`src/rtl/bcd_pkg.sv`:
```
// ----------------------------------------------------------------------------
// bcd_pkg
// Shared types and constants for the budgeted chunk deque: operation codes,
// register indexes, item structs and the controller/datapath interface.
// ----------------------------------------------------------------------------
package bcd_pkg;

	typedef enum logic [2:0] {
		OP_APPEND     = 3'd0,
		OP_PREPEND    = 3'd1,
		OP_EVICT_HEAD = 3'd2,
		OP_EVICT_TAIL = 3'd3,
		OP_CLEAR      = 3'd4,
		OP_MARK_START = 3'd5,
		OP_MARK_END   = 3'd6
	} op_e;

	localparam int CFG_IDX_W  = 2;
	localparam int CFG_DATA_W = 20;

	localparam logic [CFG_IDX_W-1:0] CFG_CAPACITY = 2'd0;
	localparam logic [CFG_IDX_W-1:0] CFG_OVERHEAD = 2'd1;

	localparam logic [19:0] CAPACITY_RESET = 20'd8192;
	localparam logic [7:0]  OVERHEAD_RESET = 8'd20;

	localparam logic [23:0] CHARGED_MAX = 24'hFFFFFF;
	localparam logic [21:0] TEXT_MAX    = 22'h3FFFFF;
	localparam logic [6:0]  EVICT_MAX   = 7'd127;

	typedef struct packed {
		logic [2:0]  op;
		logic [30:0] chunk_offset;
		logic [15:0] chunk_length;
	} in_item_t;

	typedef struct packed {
		logic               accepted;
		logic [6:0]         evicted_count;
		logic signed [31:0] head_offset;
		logic [31:0]        tail_end_offset;
		logic [23:0]        used_bytes;
		logic [21:0]        text_bytes;
		logic [6:0]         chunk_count;
		logic               start_reached;
		logic               end_reached;
	} out_item_t;

	typedef struct packed {
		logic capture;
		logic set_accept;
		logic evict;
		logic evict_head;
		logic write;
		logic clear;
		logic mark_start;
		logic mark_end;
		logic rd_tail;
		logic cap_head;
		logic finish;
	} dq_cmd_t;

	typedef struct packed {
		logic [2:0] op;
		logic       len_zero;
		logic       empty;
		logic       need_evict;
	} dq_status_t;

endpackage

```
`src/rtl/bcd_ram.sv`:
```
// ----------------------------------------------------------------------------
// bcd_ram
// Generic single write port, single read port RAM with registered read data.
// ----------------------------------------------------------------------------
module bcd_ram #(
	parameter int WIDTH = 16,
	parameter int DEPTH = 64
) (
	input  logic                     clk,
	input  logic                     we,
	input  logic [$clog2(DEPTH)-1:0] waddr,
	input  logic [WIDTH-1:0]         wdata,
	input  logic [$clog2(DEPTH)-1:0] raddr,
	output logic [WIDTH-1:0]         rdata
);

	logic [WIDTH-1:0] mem_q [DEPTH];
	logic [WIDTH-1:0] rdata_q;

	always_ff @(posedge clk) begin
		if (we) begin
			mem_q[waddr] <= wdata;
		end
		rdata_q <= mem_q[raddr];
	end

	assign rdata = rdata_q;

endmodule

```
`src/rtl/bcd_ctrl.sv`:
```
// ----------------------------------------------------------------------------
// bcd_ctrl
// Sequencer for the chunk deque: decodes the operation, runs the eviction
// loop one chunk at a time, writes the new chunk and reads back head and tail.
// ----------------------------------------------------------------------------
module bcd_ctrl import bcd_pkg::*; (
	input  logic       clk,
	input  logic       arst_n,
	input  logic       start,
	input  dq_status_t st,
	output dq_cmd_t    cmd,
	output logic       busy,
	output logic       done
);

	typedef enum logic [2:0] {
		ST_IDLE,
		ST_DECODE,
		ST_CHECK,
		ST_EVICT,
		ST_WRITE,
		ST_RD_HEAD,
		ST_RD_TAIL,
		ST_FINISH
	} state_t;

	state_t state_q;
	state_t state_d;
	logic   busy_q;
	logic   done_q;
	logic   victim_head;
	logic   is_add;

	assign victim_head = (st.op == OP_APPEND) || (st.op == OP_EVICT_HEAD);
	assign is_add      = (st.op == OP_APPEND) || (st.op == OP_PREPEND);

	always_comb begin
		cmd     = '0;
		state_d = state_q;
		case (state_q)
			ST_IDLE: begin
				if (start && !busy_q) begin
					cmd.capture = 1'b1;
					state_d     = ST_DECODE;
				end
			end
			ST_DECODE: begin
				state_d = ST_RD_HEAD;
				case (st.op)
					OP_APPEND, OP_PREPEND: begin
						if (!st.len_zero) begin
							cmd.set_accept = 1'b1;
							state_d        = ST_CHECK;
						end
					end
					OP_EVICT_HEAD, OP_EVICT_TAIL: begin
						cmd.rd_tail = !victim_head;
						if (!st.empty) begin
							cmd.set_accept = 1'b1;
							state_d        = ST_EVICT;
						end
					end
					OP_CLEAR: begin
						cmd.clear      = 1'b1;
						cmd.set_accept = 1'b1;
					end
					OP_MARK_START: begin
						cmd.mark_start = 1'b1;
						cmd.set_accept = 1'b1;
					end
					OP_MARK_END: begin
						cmd.mark_end   = 1'b1;
						cmd.set_accept = 1'b1;
					end
					default: begin
						state_d = ST_RD_HEAD;
					end
				endcase
			end
			ST_CHECK: begin
				cmd.rd_tail = !victim_head;
				state_d     = st.need_evict ? ST_EVICT : ST_WRITE;
			end
			ST_EVICT: begin
				cmd.evict      = 1'b1;
				cmd.evict_head = victim_head;
				state_d        = is_add ? ST_CHECK : ST_RD_HEAD;
			end
			ST_WRITE: begin
				cmd.write = 1'b1;
				state_d   = ST_RD_HEAD;
			end
			ST_RD_HEAD: begin
				state_d = ST_RD_TAIL;
			end
			ST_RD_TAIL: begin
				cmd.rd_tail  = 1'b1;
				cmd.cap_head = 1'b1;
				state_d      = ST_FINISH;
			end
			ST_FINISH: begin
				cmd.finish = 1'b1;
				state_d    = ST_IDLE;
			end
			default: begin
				state_d = ST_IDLE;
			end
		endcase
	end

	always_ff @(posedge clk or negedge arst_n) begin
		if (!arst_n) begin
			state_q <= ST_IDLE;
			busy_q  <= 1'b0;
			done_q  <= 1'b0;
		end else begin
			state_q <= state_d;
			busy_q  <= (state_d != ST_IDLE);
			done_q  <= (state_q == ST_FINISH);
		end
	end

	assign busy = busy_q;
	assign done = done_q;

	a_busy_while_active: assert property (@(posedge clk) disable iff (!arst_n)
		(state_q != ST_IDLE) |-> busy_q)
		else $error("controller active while not busy");

	a_done_single: assert property (@(posedge clk) disable iff (!arst_n)
		done_q |=> !done_q)
		else $error("result strobe longer than one cycle");

	a_evict_nonempty: assert property (@(posedge clk) disable iff (!arst_n)
		(state_q == ST_EVICT) |-> !st.empty)
		else $error("eviction issued on an empty deque");

endmodule

```
`src/rtl/bcd_dp.sv`:
```
// ----------------------------------------------------------------------------
// bcd_dp
// Datapath for the chunk deque: descriptor RAMs, ring pointers, saturating
// byte totals, flags, configuration registers and the result register.
// ----------------------------------------------------------------------------
module bcd_dp import bcd_pkg::*; #(
	parameter int MAX_CHUNKS = 64
) (
	input  logic                  clk,
	input  logic                  arst_n,
	input  in_item_t              item,
	input  dq_cmd_t               cmd,
	output dq_status_t            st,
	input  logic                  cfg_we,
	input  logic [CFG_IDX_W-1:0]  cfg_index,
	input  logic [CFG_DATA_W-1:0] cfg_data,
	output out_item_t             result
);

	localparam int SLOT_W = $clog2(MAX_CHUNKS);
	localparam int SW1    = SLOT_W + 1;
	localparam int CNT_W  = $clog2(MAX_CHUNKS + 1);

	// captured operation
	logic [2:0]  op_q;
	logic [30:0] off_q;
	logic [15:0] len_q;
	logic [16:0] cost_q;

	// deque state
	logic [SLOT_W-1:0] head_q;
	logic [CNT_W-1:0]  count_q;
	logic [23:0]       charged_q;
	logic [21:0]       text_q;
	logic              start_q;
	logic              end_q;
	logic [19:0]       cap_q;
	logic [7:0]        ovh_q;

	logic        accepted_q;
	logic [6:0]  ev_q;
	logic [30:0] head_off_q;
	out_item_t   result_q;

	logic [SLOT_W-1:0] head_inc;
	logic [SLOT_W-1:0] head_dec;
	logic [SW1-1:0]    tail_sum;
	logic [SW1-1:0]    app_sum;
	logic [SLOT_W-1:0] tail_slot;
	logic [SLOT_W-1:0] app_slot;
	logic [SLOT_W-1:0] raddr;
	logic [SLOT_W-1:0] waddr;
	logic [30:0]       off_rd;
	logic [15:0]       len_rd;
	logic [24:0]       need_sum;
	logic [16:0]       drop_cost;
	logic [24:0]       add_charged;
	logic [22:0]       add_text;
	logic [31:0]       count32;
	logic              write_tail;

	assign head_inc = (head_q == SLOT_W'(MAX_CHUNKS - 1)) ? '0 : head_q + SLOT_W'(1);
	assign head_dec = (head_q == '0) ? SLOT_W'(MAX_CHUNKS - 1) : head_q - SLOT_W'(1);

	assign tail_sum  = SW1'(head_q) + SW1'(count_q) - SW1'(1);
	assign app_sum   = SW1'(head_q) + SW1'(count_q);
	assign tail_slot = (tail_sum >= SW1'(MAX_CHUNKS)) ?
		SLOT_W'(tail_sum - SW1'(MAX_CHUNKS)) : SLOT_W'(tail_sum);
	assign app_slot  = (app_sum >= SW1'(MAX_CHUNKS)) ?
		SLOT_W'(app_sum - SW1'(MAX_CHUNKS)) : SLOT_W'(app_sum);

	assign write_tail = (op_q == OP_APPEND);
	assign raddr      = cmd.rd_tail ? tail_slot : head_q;
	assign waddr      = write_tail ? app_slot : head_dec;

	bcd_ram #(.WIDTH(31), .DEPTH(MAX_CHUNKS)) u_off_ram (
		.clk   (clk),
		.we    (cmd.write),
		.waddr (waddr),
		.wdata (off_q),
		.raddr (raddr),
		.rdata (off_rd)
	);

	bcd_ram #(.WIDTH(16), .DEPTH(MAX_CHUNKS)) u_len_ram (
		.clk   (clk),
		.we    (cmd.write),
		.waddr (waddr),
		.wdata (len_q),
		.raddr (raddr),
		.rdata (len_rd)
	);

	assign need_sum    = 25'(charged_q) + 25'(cost_q);
	assign drop_cost   = 17'(len_rd) + 17'(ovh_q);
	assign add_charged = 25'(charged_q) + 25'(cost_q);
	assign add_text    = 23'(text_q) + 23'(len_q);
	assign count32     = 32'(count_q);

	assign st.op         = op_q;
	assign st.len_zero   = (len_q == '0);
	assign st.empty      = (count_q == '0);
	assign st.need_evict = (count_q != '0) &&
		((need_sum > 25'(cap_q)) || (count_q >= CNT_W'(MAX_CHUNKS)));

	// operation capture
	always_ff @(posedge clk) begin
		if (cmd.capture) begin
			op_q   <= item.op;
			off_q  <= item.chunk_offset;
			len_q  <= item.chunk_length;
			cost_q <= 17'(item.chunk_length) + 17'(ovh_q);
		end
		if (cmd.cap_head) begin
			head_off_q <= off_rd;
		end
	end

	always_ff @(posedge clk or negedge arst_n) begin
		if (!arst_n) begin
			head_q     <= '0;
			count_q    <= '0;
			charged_q  <= '0;
			text_q     <= '0;
			start_q    <= 1'b0;
			end_q      <= 1'b0;
			cap_q      <= CAPACITY_RESET;
			ovh_q      <= OVERHEAD_RESET;
			accepted_q <= 1'b0;
			ev_q       <= '0;
		end else begin
			if (cfg_we) begin
				case (cfg_index)
					CFG_CAPACITY: cap_q <= cfg_data[19:0];
					CFG_OVERHEAD: ovh_q <= cfg_data[7:0];
					default: begin
					end
				endcase
			end
			if (cmd.capture) begin
				accepted_q <= 1'b0;
				ev_q       <= '0;
			end
			if (cmd.set_accept) begin
				accepted_q <= 1'b1;
			end
			if (cmd.evict) begin
				charged_q <= (charged_q > 24'(drop_cost)) ? charged_q - 24'(drop_cost) : '0;
				text_q    <= (text_q > 22'(len_rd)) ? text_q - 22'(len_rd) : '0;
				count_q   <= count_q - CNT_W'(1);
				ev_q      <= (ev_q == EVICT_MAX) ? ev_q : ev_q + 7'd1;
				if (cmd.evict_head) begin
					head_q  <= head_inc;
					start_q <= 1'b0;
				end else begin
					end_q <= 1'b0;
				end
			end
			if (cmd.write) begin
				if (!write_tail) begin
					head_q <= head_dec;
				end
				count_q   <= count_q + CNT_W'(1);
				charged_q <= (add_charged > 25'(CHARGED_MAX)) ? CHARGED_MAX : add_charged[23:0];
				text_q    <= (add_text > 23'(TEXT_MAX)) ? TEXT_MAX : add_text[21:0];
			end
			if (cmd.clear) begin
				ev_q      <= (count32 > 32'(EVICT_MAX)) ? EVICT_MAX : count32[6:0];
				count_q   <= '0;
				head_q    <= '0;
				charged_q <= '0;
				text_q    <= '0;
				start_q   <= 1'b0;
				end_q     <= 1'b0;
			end
			if (cmd.mark_start) begin
				start_q <= 1'b1;
			end
			if (cmd.mark_end) begin
				end_q <= 1'b1;
			end
		end
	end

	// result register
	always_ff @(posedge clk) begin
		if (cmd.finish) begin
			result_q.accepted      <= accepted_q;
			result_q.evicted_count <= ev_q;
			if (count_q == '0) begin
				result_q.head_offset     <= -32'sd1;
				result_q.tail_end_offset <= '0;
			end else begin
				result_q.head_offset     <= signed'({1'b0, head_off_q});
				result_q.tail_end_offset <= 32'(off_rd) + 32'(len_rd);
			end
			result_q.used_bytes    <= charged_q;
			result_q.text_bytes    <= text_q;
			result_q.chunk_count   <= count32[6:0];
			result_q.start_reached <= start_q;
			result_q.end_reached   <= end_q;
		end
	end

	assign result = result_q;

	a_count_bound: assert property (@(posedge clk) disable iff (!arst_n)
		count_q <= CNT_W'(MAX_CHUNKS))
		else $error("chunk count above store depth");

	a_write_has_room: assert property (@(posedge clk) disable iff (!arst_n)
		cmd.write |-> (count_q < CNT_W'(MAX_CHUNKS)))
		else $error("descriptor write into a full store");

endmodule

```
`src/rtl/budgeted_chunk_deque_top.sv`:
```
// results: each op passes decode, head read, tail read, finish; an eviction adds the
// evict state, an add the check, an evict and a check per victim, and the write
// each eviction is a read of the length RAM followed by a subtract of the totals
// a new start is taken in the cycle that the result strobe is high
// async reset clears pointers, totals, flags; capacity 8192, overhead 20
// descriptor RAM contents are undefined after reset; no clearing pass
// ----------------------------------------------------------------------------
// budgeted_chunk_deque_top
// Double-ended queue of chunk descriptors kept under a byte budget, with
// eviction from the opposite end on add and a configuration write channel.
// ----------------------------------------------------------------------------
module budgeted_chunk_deque_top import bcd_pkg::*; #(
	parameter int MAX_CHUNKS = 64
) (
	input  logic                  clk,
	input  logic                  arst_n,
	input  logic                  start,
	output logic                  busy,
	input  in_item_t              item,
	output logic                  done,
	output out_item_t             result,
	input  logic                  cfg_valid,
	output logic                  cfg_ready,
	input  logic [CFG_IDX_W-1:0]  cfg_index,
	input  logic [CFG_DATA_W-1:0] cfg_data
);

	dq_cmd_t    cmd;
	dq_status_t st;
	logic       busy_w;

	bcd_ctrl u_ctrl (
		.clk    (clk),
		.arst_n (arst_n),
		.start  (start),
		.st     (st),
		.cmd    (cmd),
		.busy   (busy_w),
		.done   (done)
	);

	bcd_dp #(.MAX_CHUNKS(MAX_CHUNKS)) u_dp (
		.clk       (clk),
		.arst_n    (arst_n),
		.item      (item),
		.cmd       (cmd),
		.st        (st),
		.cfg_we    (cfg_valid & cfg_ready),
		.cfg_index (cfg_index),
		.cfg_data  (cfg_data),
		.result    (result)
	);

	assign busy      = busy_w;
	assign cfg_ready = ~busy_w & ~start;

endmodule

```
`config.mk`:
```
export PLATFORM = sky130hd
export DESIGN_NAME = budgeted_chunk_deque_top
export DESIGN_NICKNAME = d
export VERILOG_FILES = /design/src/rtl/bcd_pkg.sv /design/src/rtl/bcd_ram.sv /design/src/rtl/bcd_ctrl.sv /design/src/rtl/bcd_dp.sv /design/src/rtl/budgeted_chunk_deque_top.sv
export SDC_FILE = /design/constraint.sdc
export NUM_CORES = 2
export LEC_CHECK = 0
export BUFFER_PORTS_ARGS = -buffer_cell sky130_fd_sc_hd__buf_2
export CAP_MARGIN = 30
export CORE_MARGIN = 2
export CORE_UTILIZATION = 50
export DETAILED_ROUTE_END_ITERATION = 12
export PLACE_DENSITY_LB_ADDON = 0.2
export RECOVER_POWER = 100
export SLEW_MARGIN = 20
export SYNTH_ARGS = -nofsm -noshare
export SYNTH_HDL_FRONTEND = slang
export SYNTH_SLANG_ARGS = --single-unit
```
`constraint.sdc`:
```
create_clock -name clk -period 4.9 [get_ports clk]
set_input_delay 0.245 -clock clk [delete_from_list [all_inputs] [get_ports clk]]
set_output_delay 0.245 -clock clk [all_outputs]
set_load 0.05 [all_outputs]
```
Yosys cells after proc, flatten, opt, wreduce, memory -nomap -nowiden
Memories as Yosys holds them, arrays and structs flattened. A register that Yosys moved wholly into a read port is not among the register bits.
Index checks and enable logic that the tools add are counted.
{"block": "classes", "order_cmp": 9, "n_mux": 65, "n_bitwise": 4, "n_eq_ne": 18, "addsub": 16, "n_reduce_logical": 29}
{"operator": "24-bit 2-to-1 mux", "n": 5}
{"operator": "22-bit 2-to-1 mux", "n": 5}
{"operator": "6-bit 2-to-1 mux", "n": 11}
{"operator": "64-bit 2-to-1 mux", "n": 1}
{"operator": "7-bit 2-to-1 mux", "n": 8}
{"operator": "16-bit by 8-bit adder with 17-bit output", "n": 2}
{"operator": "31-bit by 16-bit adder with 32-bit output", "n": 1}
{"operator": "24-bit by 17-bit adder with 25-bit output", "n": 1}
{"operator": "25-bit by 20-bit greater-than comparator with 1-bit output", "n": 1}
{"operator": "25-bit by 24-bit greater-than comparator with 1-bit output, second input constant", "n": 1}
{"operator": "24-bit by 17-bit greater-than comparator with 1-bit output", "n": 1}
{"operator": "1-bit 2-to-1 mux", "n": 24}
{"operator": "3-bit one-hot mux with 8 select lines", "n": 1}
{"operator": "24-bit by 17-bit subtractor with 24-bit output", "n": 1}
{"operator": "22-bit by 16-bit adder with 23-bit output", "n": 1}
{"operator": "23-bit by 22-bit greater-than comparator with 1-bit output, second input constant", "n": 1}
{"operator": "22-bit by 16-bit greater-than comparator with 1-bit output", "n": 1}
{"operator": "22-bit by 16-bit subtractor with 22-bit output", "n": 1}
{"operator": "3-bit == test, second input constant", "n": 7}
{"operator": "7-bit greater-or-equal comparator, second input constant", "n": 3}
{"operator": "3-bit 2-to-1 mux", "n": 6}
{"operator": "3-bit nonzero test", "n": 6}
{"operator": "6-bit by 1-bit subtractor with 6-bit output, second input constant", "n": 3}
{"operator": "16-bit logical NOT", "n": 1}
{"operator": "other kinds (28)", "n": 48}
{"block": "totals", "wordCells": 171, "out_inout_bits": 130, "input_bits": 76, "mem_count": 2, "regBits": 327, "ramBits": 3008}
{"memory": "u_dp.u_off_ram.mem_q", "words": 64, "width": 31, "read_ports": 1, "rd_ports_with_merged_regs": 1, "write_ports": 1, "line_no": "bcd_ram.sv:17", "text": "logic [WIDTH-1:0] mem_q [DEPTH];"}
{"memory": "u_dp.u_len_ram.mem_q", "words": 64, "width": 16, "read_ports": 1, "rd_ports_with_merged_regs": 1, "write_ports": 1, "line_no": "bcd_ram.sv:17"}

Logic depth before layout (Yosys ltp)
{"block": "logic_depth", "depth_word": 8, "ltp_mapped": 21, "ltp_nobuf": 20}

Cells and area by module
From an unflattened synthesis, not the netlist that was laid out.
{"block": "hier_totals", "hier_cells": 7046, "area_unflattened_um2": 135354.8}
{"mod": "bcd_ram (u_dp.u_off_ram)", "area_each_um2": 76305.7, "cells_each": 3418, "instances": 1, "seq_area_each_um2": 60197.7}
{"mod": "bcd_ram (u_dp.u_len_ram)", "area_each_um2": 40042.2, "cells_each": 1829, "instances": 1, "seq_area_each_um2": 31069.8}
{"mod": "bcd_dp", "area_each_um2": 18566.6, "cells_each": 1747, "instances": 1, "seq_area_each_um2": 9187.6}
{"mod": "bcd_ctrl", "area_each_um2": 424.2, "cells_each": 50, "instances": 1, "seq_area_each_um2": 125.1}
{"mod": "budgeted_chunk_deque_top", "area_each_um2": 16.3, "cells_each": 2, "instances": 1, "seq_area_each_um2": 0.0}

Worst setup path before layout
Ideal clock, no wire load.
{"block": "synth_timing", "path_type": "reg2reg", "start": "reg u_dp.count_q[0]", "end": "mem u_dp.u_len_ram.mem_q[80][0] (netlist: u_dp.u_len_ram.mem_q[40][0]), enable pin", "n_path_buf": 0, "period_less_slack_ns": 4.677, "t_arrival_ns": 4.225, "slack_ns": 0.223, "path_stages_with_launch": 10, "path_cell_list": "dfrtp_1 > ha_1 > fa_1 > a21o_1 > a21oi_1 > xnor2_1 > o21ai_0 > nor2b_1 > nand2_1 > nor2_1"}
{"block": "synth_between", "elab_chain_len": 4, "elab_cells_between_ends": 5, "classes_between": "add/sub (2); order compare (1); mux (2)"}
{"item": "start, declared", "line_no": "bcd_dp.sv:32", "text": "logic [CNT_W-1:0] count_q;"}
{"item": "start signal, assigned", "line_no": "bcd_dp.sv:150", "text": "count_q <= count_q - CNT_W'(1);"}
{"item": "start signal, assigned", "line_no": "bcd_dp.sv:163", "text": "count_q <= count_q + CNT_W'(1);"}
{"item": "6-bit by 7-bit adder with 7-bit output *", "line_no": "bcd_dp.sv:66", "text": "assign app_sum = SW1'(head_q) + SW1'(count_q);"}
{"item": "6-bit by 1-bit subtractor with 6-bit output or 7-bit greater-or-equal comparator (tied branches)", "line_no": "bcd_dp.sv:70, bcd_dp.sv:69"}
{"item": "6-bit 2-to-1 mux *", "line_no": "bcd_dp.sv:69", "text": "assign app_slot = (app_sum >= SW1'(MAX_CHUNKS)) ?"}
{"item": "6-bit 2-to-1 mux *", "line_no": "bcd_dp.sv:74", "text": "assign waddr = write_tail ? app_slot : head_dec;"}
{"item": "end, declared", "line_no": "bcd_ram.sv:17"}
Mark *: on every way between the ends. The rest lies on a longest branch, timed or not.

Final worst setup path
{"block": "layout_timing", "start": "reg u_dp.head_q[0]", "end": "mem u_dp.u_off_ram.mem_q[29][18], enable pin"}
{"block": "layout_between", "elab_chain_len": 4, "elab_cells_between_ends": 8, "classes_between": "add/sub (3); order compare (1); mux (3); reduce/logical (1)"}
{"item": "start, declared", "line_no": "bcd_dp.sv:31", "text": "logic [SLOT_W-1:0] head_q;"}
{"item": "start signal, assigned", "line_no": "bcd_dp.sv:153", "text": "head_q <= head_inc;"}
{"item": "6-bit by 7-bit adder with 7-bit output", "line_no": "bcd_dp.sv:66"}
{"item": "6-bit by 1-bit subtractor with 6-bit output or 7-bit greater-or-equal comparator (tied branches)", "line_no": "bcd_dp.sv:70, bcd_dp.sv:69"}
{"item": "6-bit 2-to-1 mux", "line_no": "bcd_dp.sv:69"}
{"item": "6-bit 2-to-1 mux *", "line_no": "bcd_dp.sv:74"}
{"item": "end, declared", "line_no": "bcd_ram.sv:17"}
Marked as above.

==> run_results.csv <==
group,metric,value,unit
outcome,status,"complete, but fails checks",
outcome,failed_checks,"max-capacitance violations, max-slew violations",
finish,final_cell_mix,"edfxtp_1, mux4_2, mux2i_1, clkbuf_16, clkbuf_1",
sta,fin_skew,0.0640,ns
clocking,numCtsBuffers,346,
sta,rsz0062_at_grt,"true",
sta,worst_slew_pin_slew,3.41,ns
setup_path,arrival,5.25,ns
grt,overflow,0,
finish,seqCellArea,101000,um^2
power,p_clk_share,24.4,%
synthesis,synthCells,6579,
placement,globalplace.congestion,0.917,
grt,grt_max_degree,106,
grt,antenna_found_initial,17,
grt,grt_pass1_vias,69600,
setup_path,crit_type,"flip-flop to flip-flop",
floorplanning,die_area,272000,um^2
floorplanning,initial_core_util,50.2,%
setup_path,required,5.38,ns
clocking,clock-sinks,3382,
power,power_density,714,nW/um^2
routing,routed_wl,374000,um
grt,grt_pass1_wl,526000,um
floorplanning,dieHeight,522,um
clocking,cts_buffer_depth,4,
routing,wl_per_cell,33.6,um
power,power_frac_comb,43.6,%
synthesis,synth_nets,6797,
power,p_int,70200,uW
finish,multi_input_area,32000,um^2
power,power_frac_seq,32.1,%
floorplanning,core,267000,um^2
synthesis,synth_cell_types,82,
routing,drt_iter0_markers,8919,
floorplanning,num_io_pins,206,
floorplanning,die-width,522,um
power,sw_frac_of_total,36.0,%
setup_path,r2r-start,"u_dp.head_q[0]",
floorplanning,rows,190,
routing,drc,0,
min_path,hp-class,"primary input to flip-flop",
sta,period_share,97.4,%
grt,grt.total_usage,27.4,%
placement,place_area,143000,um^2
power,power_leakage,0.0502,uW
synthesis,synth_seq_cells,3382,
synthesis,avgSynthCellArea,20.4,um^2
synthesis,synth_edf_count,3233,
placement,placed_cells,10400,
finish,fin_area,154000,um^2
sta,slew_headroom,-127,%
finish,layout_commonest_cell,"edfxtp_1",
sta,maxSlewViolCount,3528,
clocking,cts.root.buffer_cell,"clkbuf_16",
routing,viasPerCell,6.33,
finish,finalNetCount,7500,
setup_path,end_kind,"flip-flop",
sta,fin_crit,4.77,ns
placement,dpl.hpwl,217000,um
routing,antenna_left,0,
sta,fin_tns_setup,0,ns
clocking,cts_tree,"built",
power,netSwitchingPower,39500,uW
clocking,clk_latency,0.95,ns
finish,layout-area-overhead-vs-synth,14.6,%
sta,hold_violations,0,
power,ir_drop,705,uV
finish,fill_cells,19700,
sta,holdWs,0.0592,ns
setup_path,crit_start,"u_dp.head_q[0]",
placement,portBuffers,205,
synthesis,synth_flop_cell,"edfxtp_1",
routing,first_pass_iters,8,
sta,setup_viol,0,
synthesis,yosysWarnings,0,
synthesis,async_reset_ff_share,3.02,%
setup_path,crit_fanout,28,
synthesis,ys_seq_area_share,75.0,%
setup_path,cp-start-kind,"flip-flop",
clocking,h-tree-depth,5,
clocking,path_clk_slew,0.06,ns
finish,postLayoutCoreUtil,57.5,%
sta,fmax,210,MHz
finish,fin_cells,11100,
finish,drive_gt1_share,21.7,%
min_path,hp-start,"item[32]",
run,timing.max_cap.violations,64,
synthesis,syn_area,134000,um^2
routing,via_count,70500,
## cell usage after synthesis, drive strengths merged (18+ instances only)
master  number  area (um^2)
o211ai      22          165
mux2i      381         3820
nand2b      45          282
a21oi      133          666
nand2      154          578
and4        38          333
edfxtp    3233        97100
clkbuf     139          522
inv         97          364
nand3       86          430
o21ai      135          676
buf        173          886
dfrtp       99         2480
ha         133         1660
nor3        48          240
xor2        35          307
nor2b       24          150
and3        21          131
nand4       27          169
a211oi      18          135
a22o        27          236
dfxtp       47          941
nor2       204          768
a21o        40          300
mux4       752        16900
xnor2       88          771
a22oi      151         1130
## cell families after synthesis
kind of cell | synth area share, %
flip-flops | 75.0
multiplexers | 15.6
AND/OR/NAND/NOR | 2.61
AO/OA/AOI/OAI | 3.37
buffers and inverters | 1.32
adder cells (fa/ha/maj) | 1.37
XOR/XNOR | 0.803
## final cells by class
cell class | count | area share (%)
timing repair buffer | 667 | 3.10
multi-input combinational | 2788 | 20.8
tap | 3552 | 2.89
clock inverter | 200 | 1.46
sequential | 3382 | 65.4
clock buffer | 441 | 6.06
inverter | 97 | 0.237
antenna | 1 | 0.00163
## timing repair
item	4_1_cts	5_1_grt
setup buffers	0	3
setup endpoints to repair	1	26
resized for setup	2	12
pin swaps	0	7
hold buffers	124	0
endpoints found under the hold margin	146	0
## per-layer routing
| metal | up-vias | global-route usage [%] | share of wire, % | routed length [um] |
|---|---|---|---|---|
| li1 | 28700 | - | - | - |
| met1 | 37700 | 37.9 | 39 | 147000 |
| met2 | 3396 | 44.7 | 49 | 183000 |
| met3 | 631 | 4.50 | 8.5 | 31800 |
| met4 | 2 | 8.78 | 3.6 | 13400 |
| met5 | - | 0 | 0.0027 | 10 |
## per-stage QoR
| stage | setup WS, ns | power, uW |
|---|---|---|
| floorplan | 0.223 | 68400 |
| global placement | 0.111 | 83600 |
| detailed placement | 0.0250 | 83800 |
| CTS | 0.0470 | 111000 |
| global route | -0.0428 | 114000 |
| finish | 0.129 | 110000 |
## power by group through the flow
stage | Sequential (uW) | Combinational, uW | Clock, uW
2_1_floorplan | 36100 | 32300 | 0
3_3_place_gp | 35600 | 47900 | 0
3_5_place_dp | 35700 | 48200 | 0
4_1_cts | 35100 | 48500 | 27100
5_1_grt | 35300 | 51000 | 28300
6_report | 35200 | 47800 | 26700
## path summary, 6_finish.rpt
path / end / slack (ns) / depth (start not counted)
setup reg to reg: u_dp.u_off_ram.mem_q[29][18] / 0.13 / 10
setup / recovery: u_dp.u_off_ram.mem_q[29][18] / 0.13 / 10
max in group asynchronous: u_dp.cap_q[5] / 1.09 / 4
hold / removal: u_dp.off_q[16] / 0.06 / 2
min in group asynchronous: u_dp.text_q[18] / 1.66 / 4
hold reg to reg: u_dp.result[31] / 0.47 / 0
## sequential cells by signal (all words and copies together) (netlist names), 8 cells and up
| name | cells |
|---|---|
| u_dp.cost_q | 17 |
| u_dp.result | 127 |
| u_dp.len_q | 16 |
| u_dp.u_off_ram.rdata | 31 |
| u_dp.ovh_q | 8 |
| u_dp.charged_q | 24 |
| u_dp.u_off_ram.mem_q | 1984 |
| u_dp.cap_q | 20 |
| u_dp.text_q | 22 |
| u_dp.u_len_ram.mem_q | 1024 |
| u_dp.u_len_ram.rdata | 16 |
| u_dp.off_q | 31 |
| u_dp.head_off_q | 31 |
## critical path, stage by stage, from the launching register on
cell      delay, ns
dfrtp_1        0.48
ha_1           0.27
fa_1           0.41
a21o_1         0.18
a21oi_1        0.16
xnor2_1        0.23
o21ai_0        0.42
nor2_1         0.26
nand2_1        0.27
nor2_1         0.29
clkbuf_2       1.31
No activity file was read; power rests on OpenSTA's default activity.
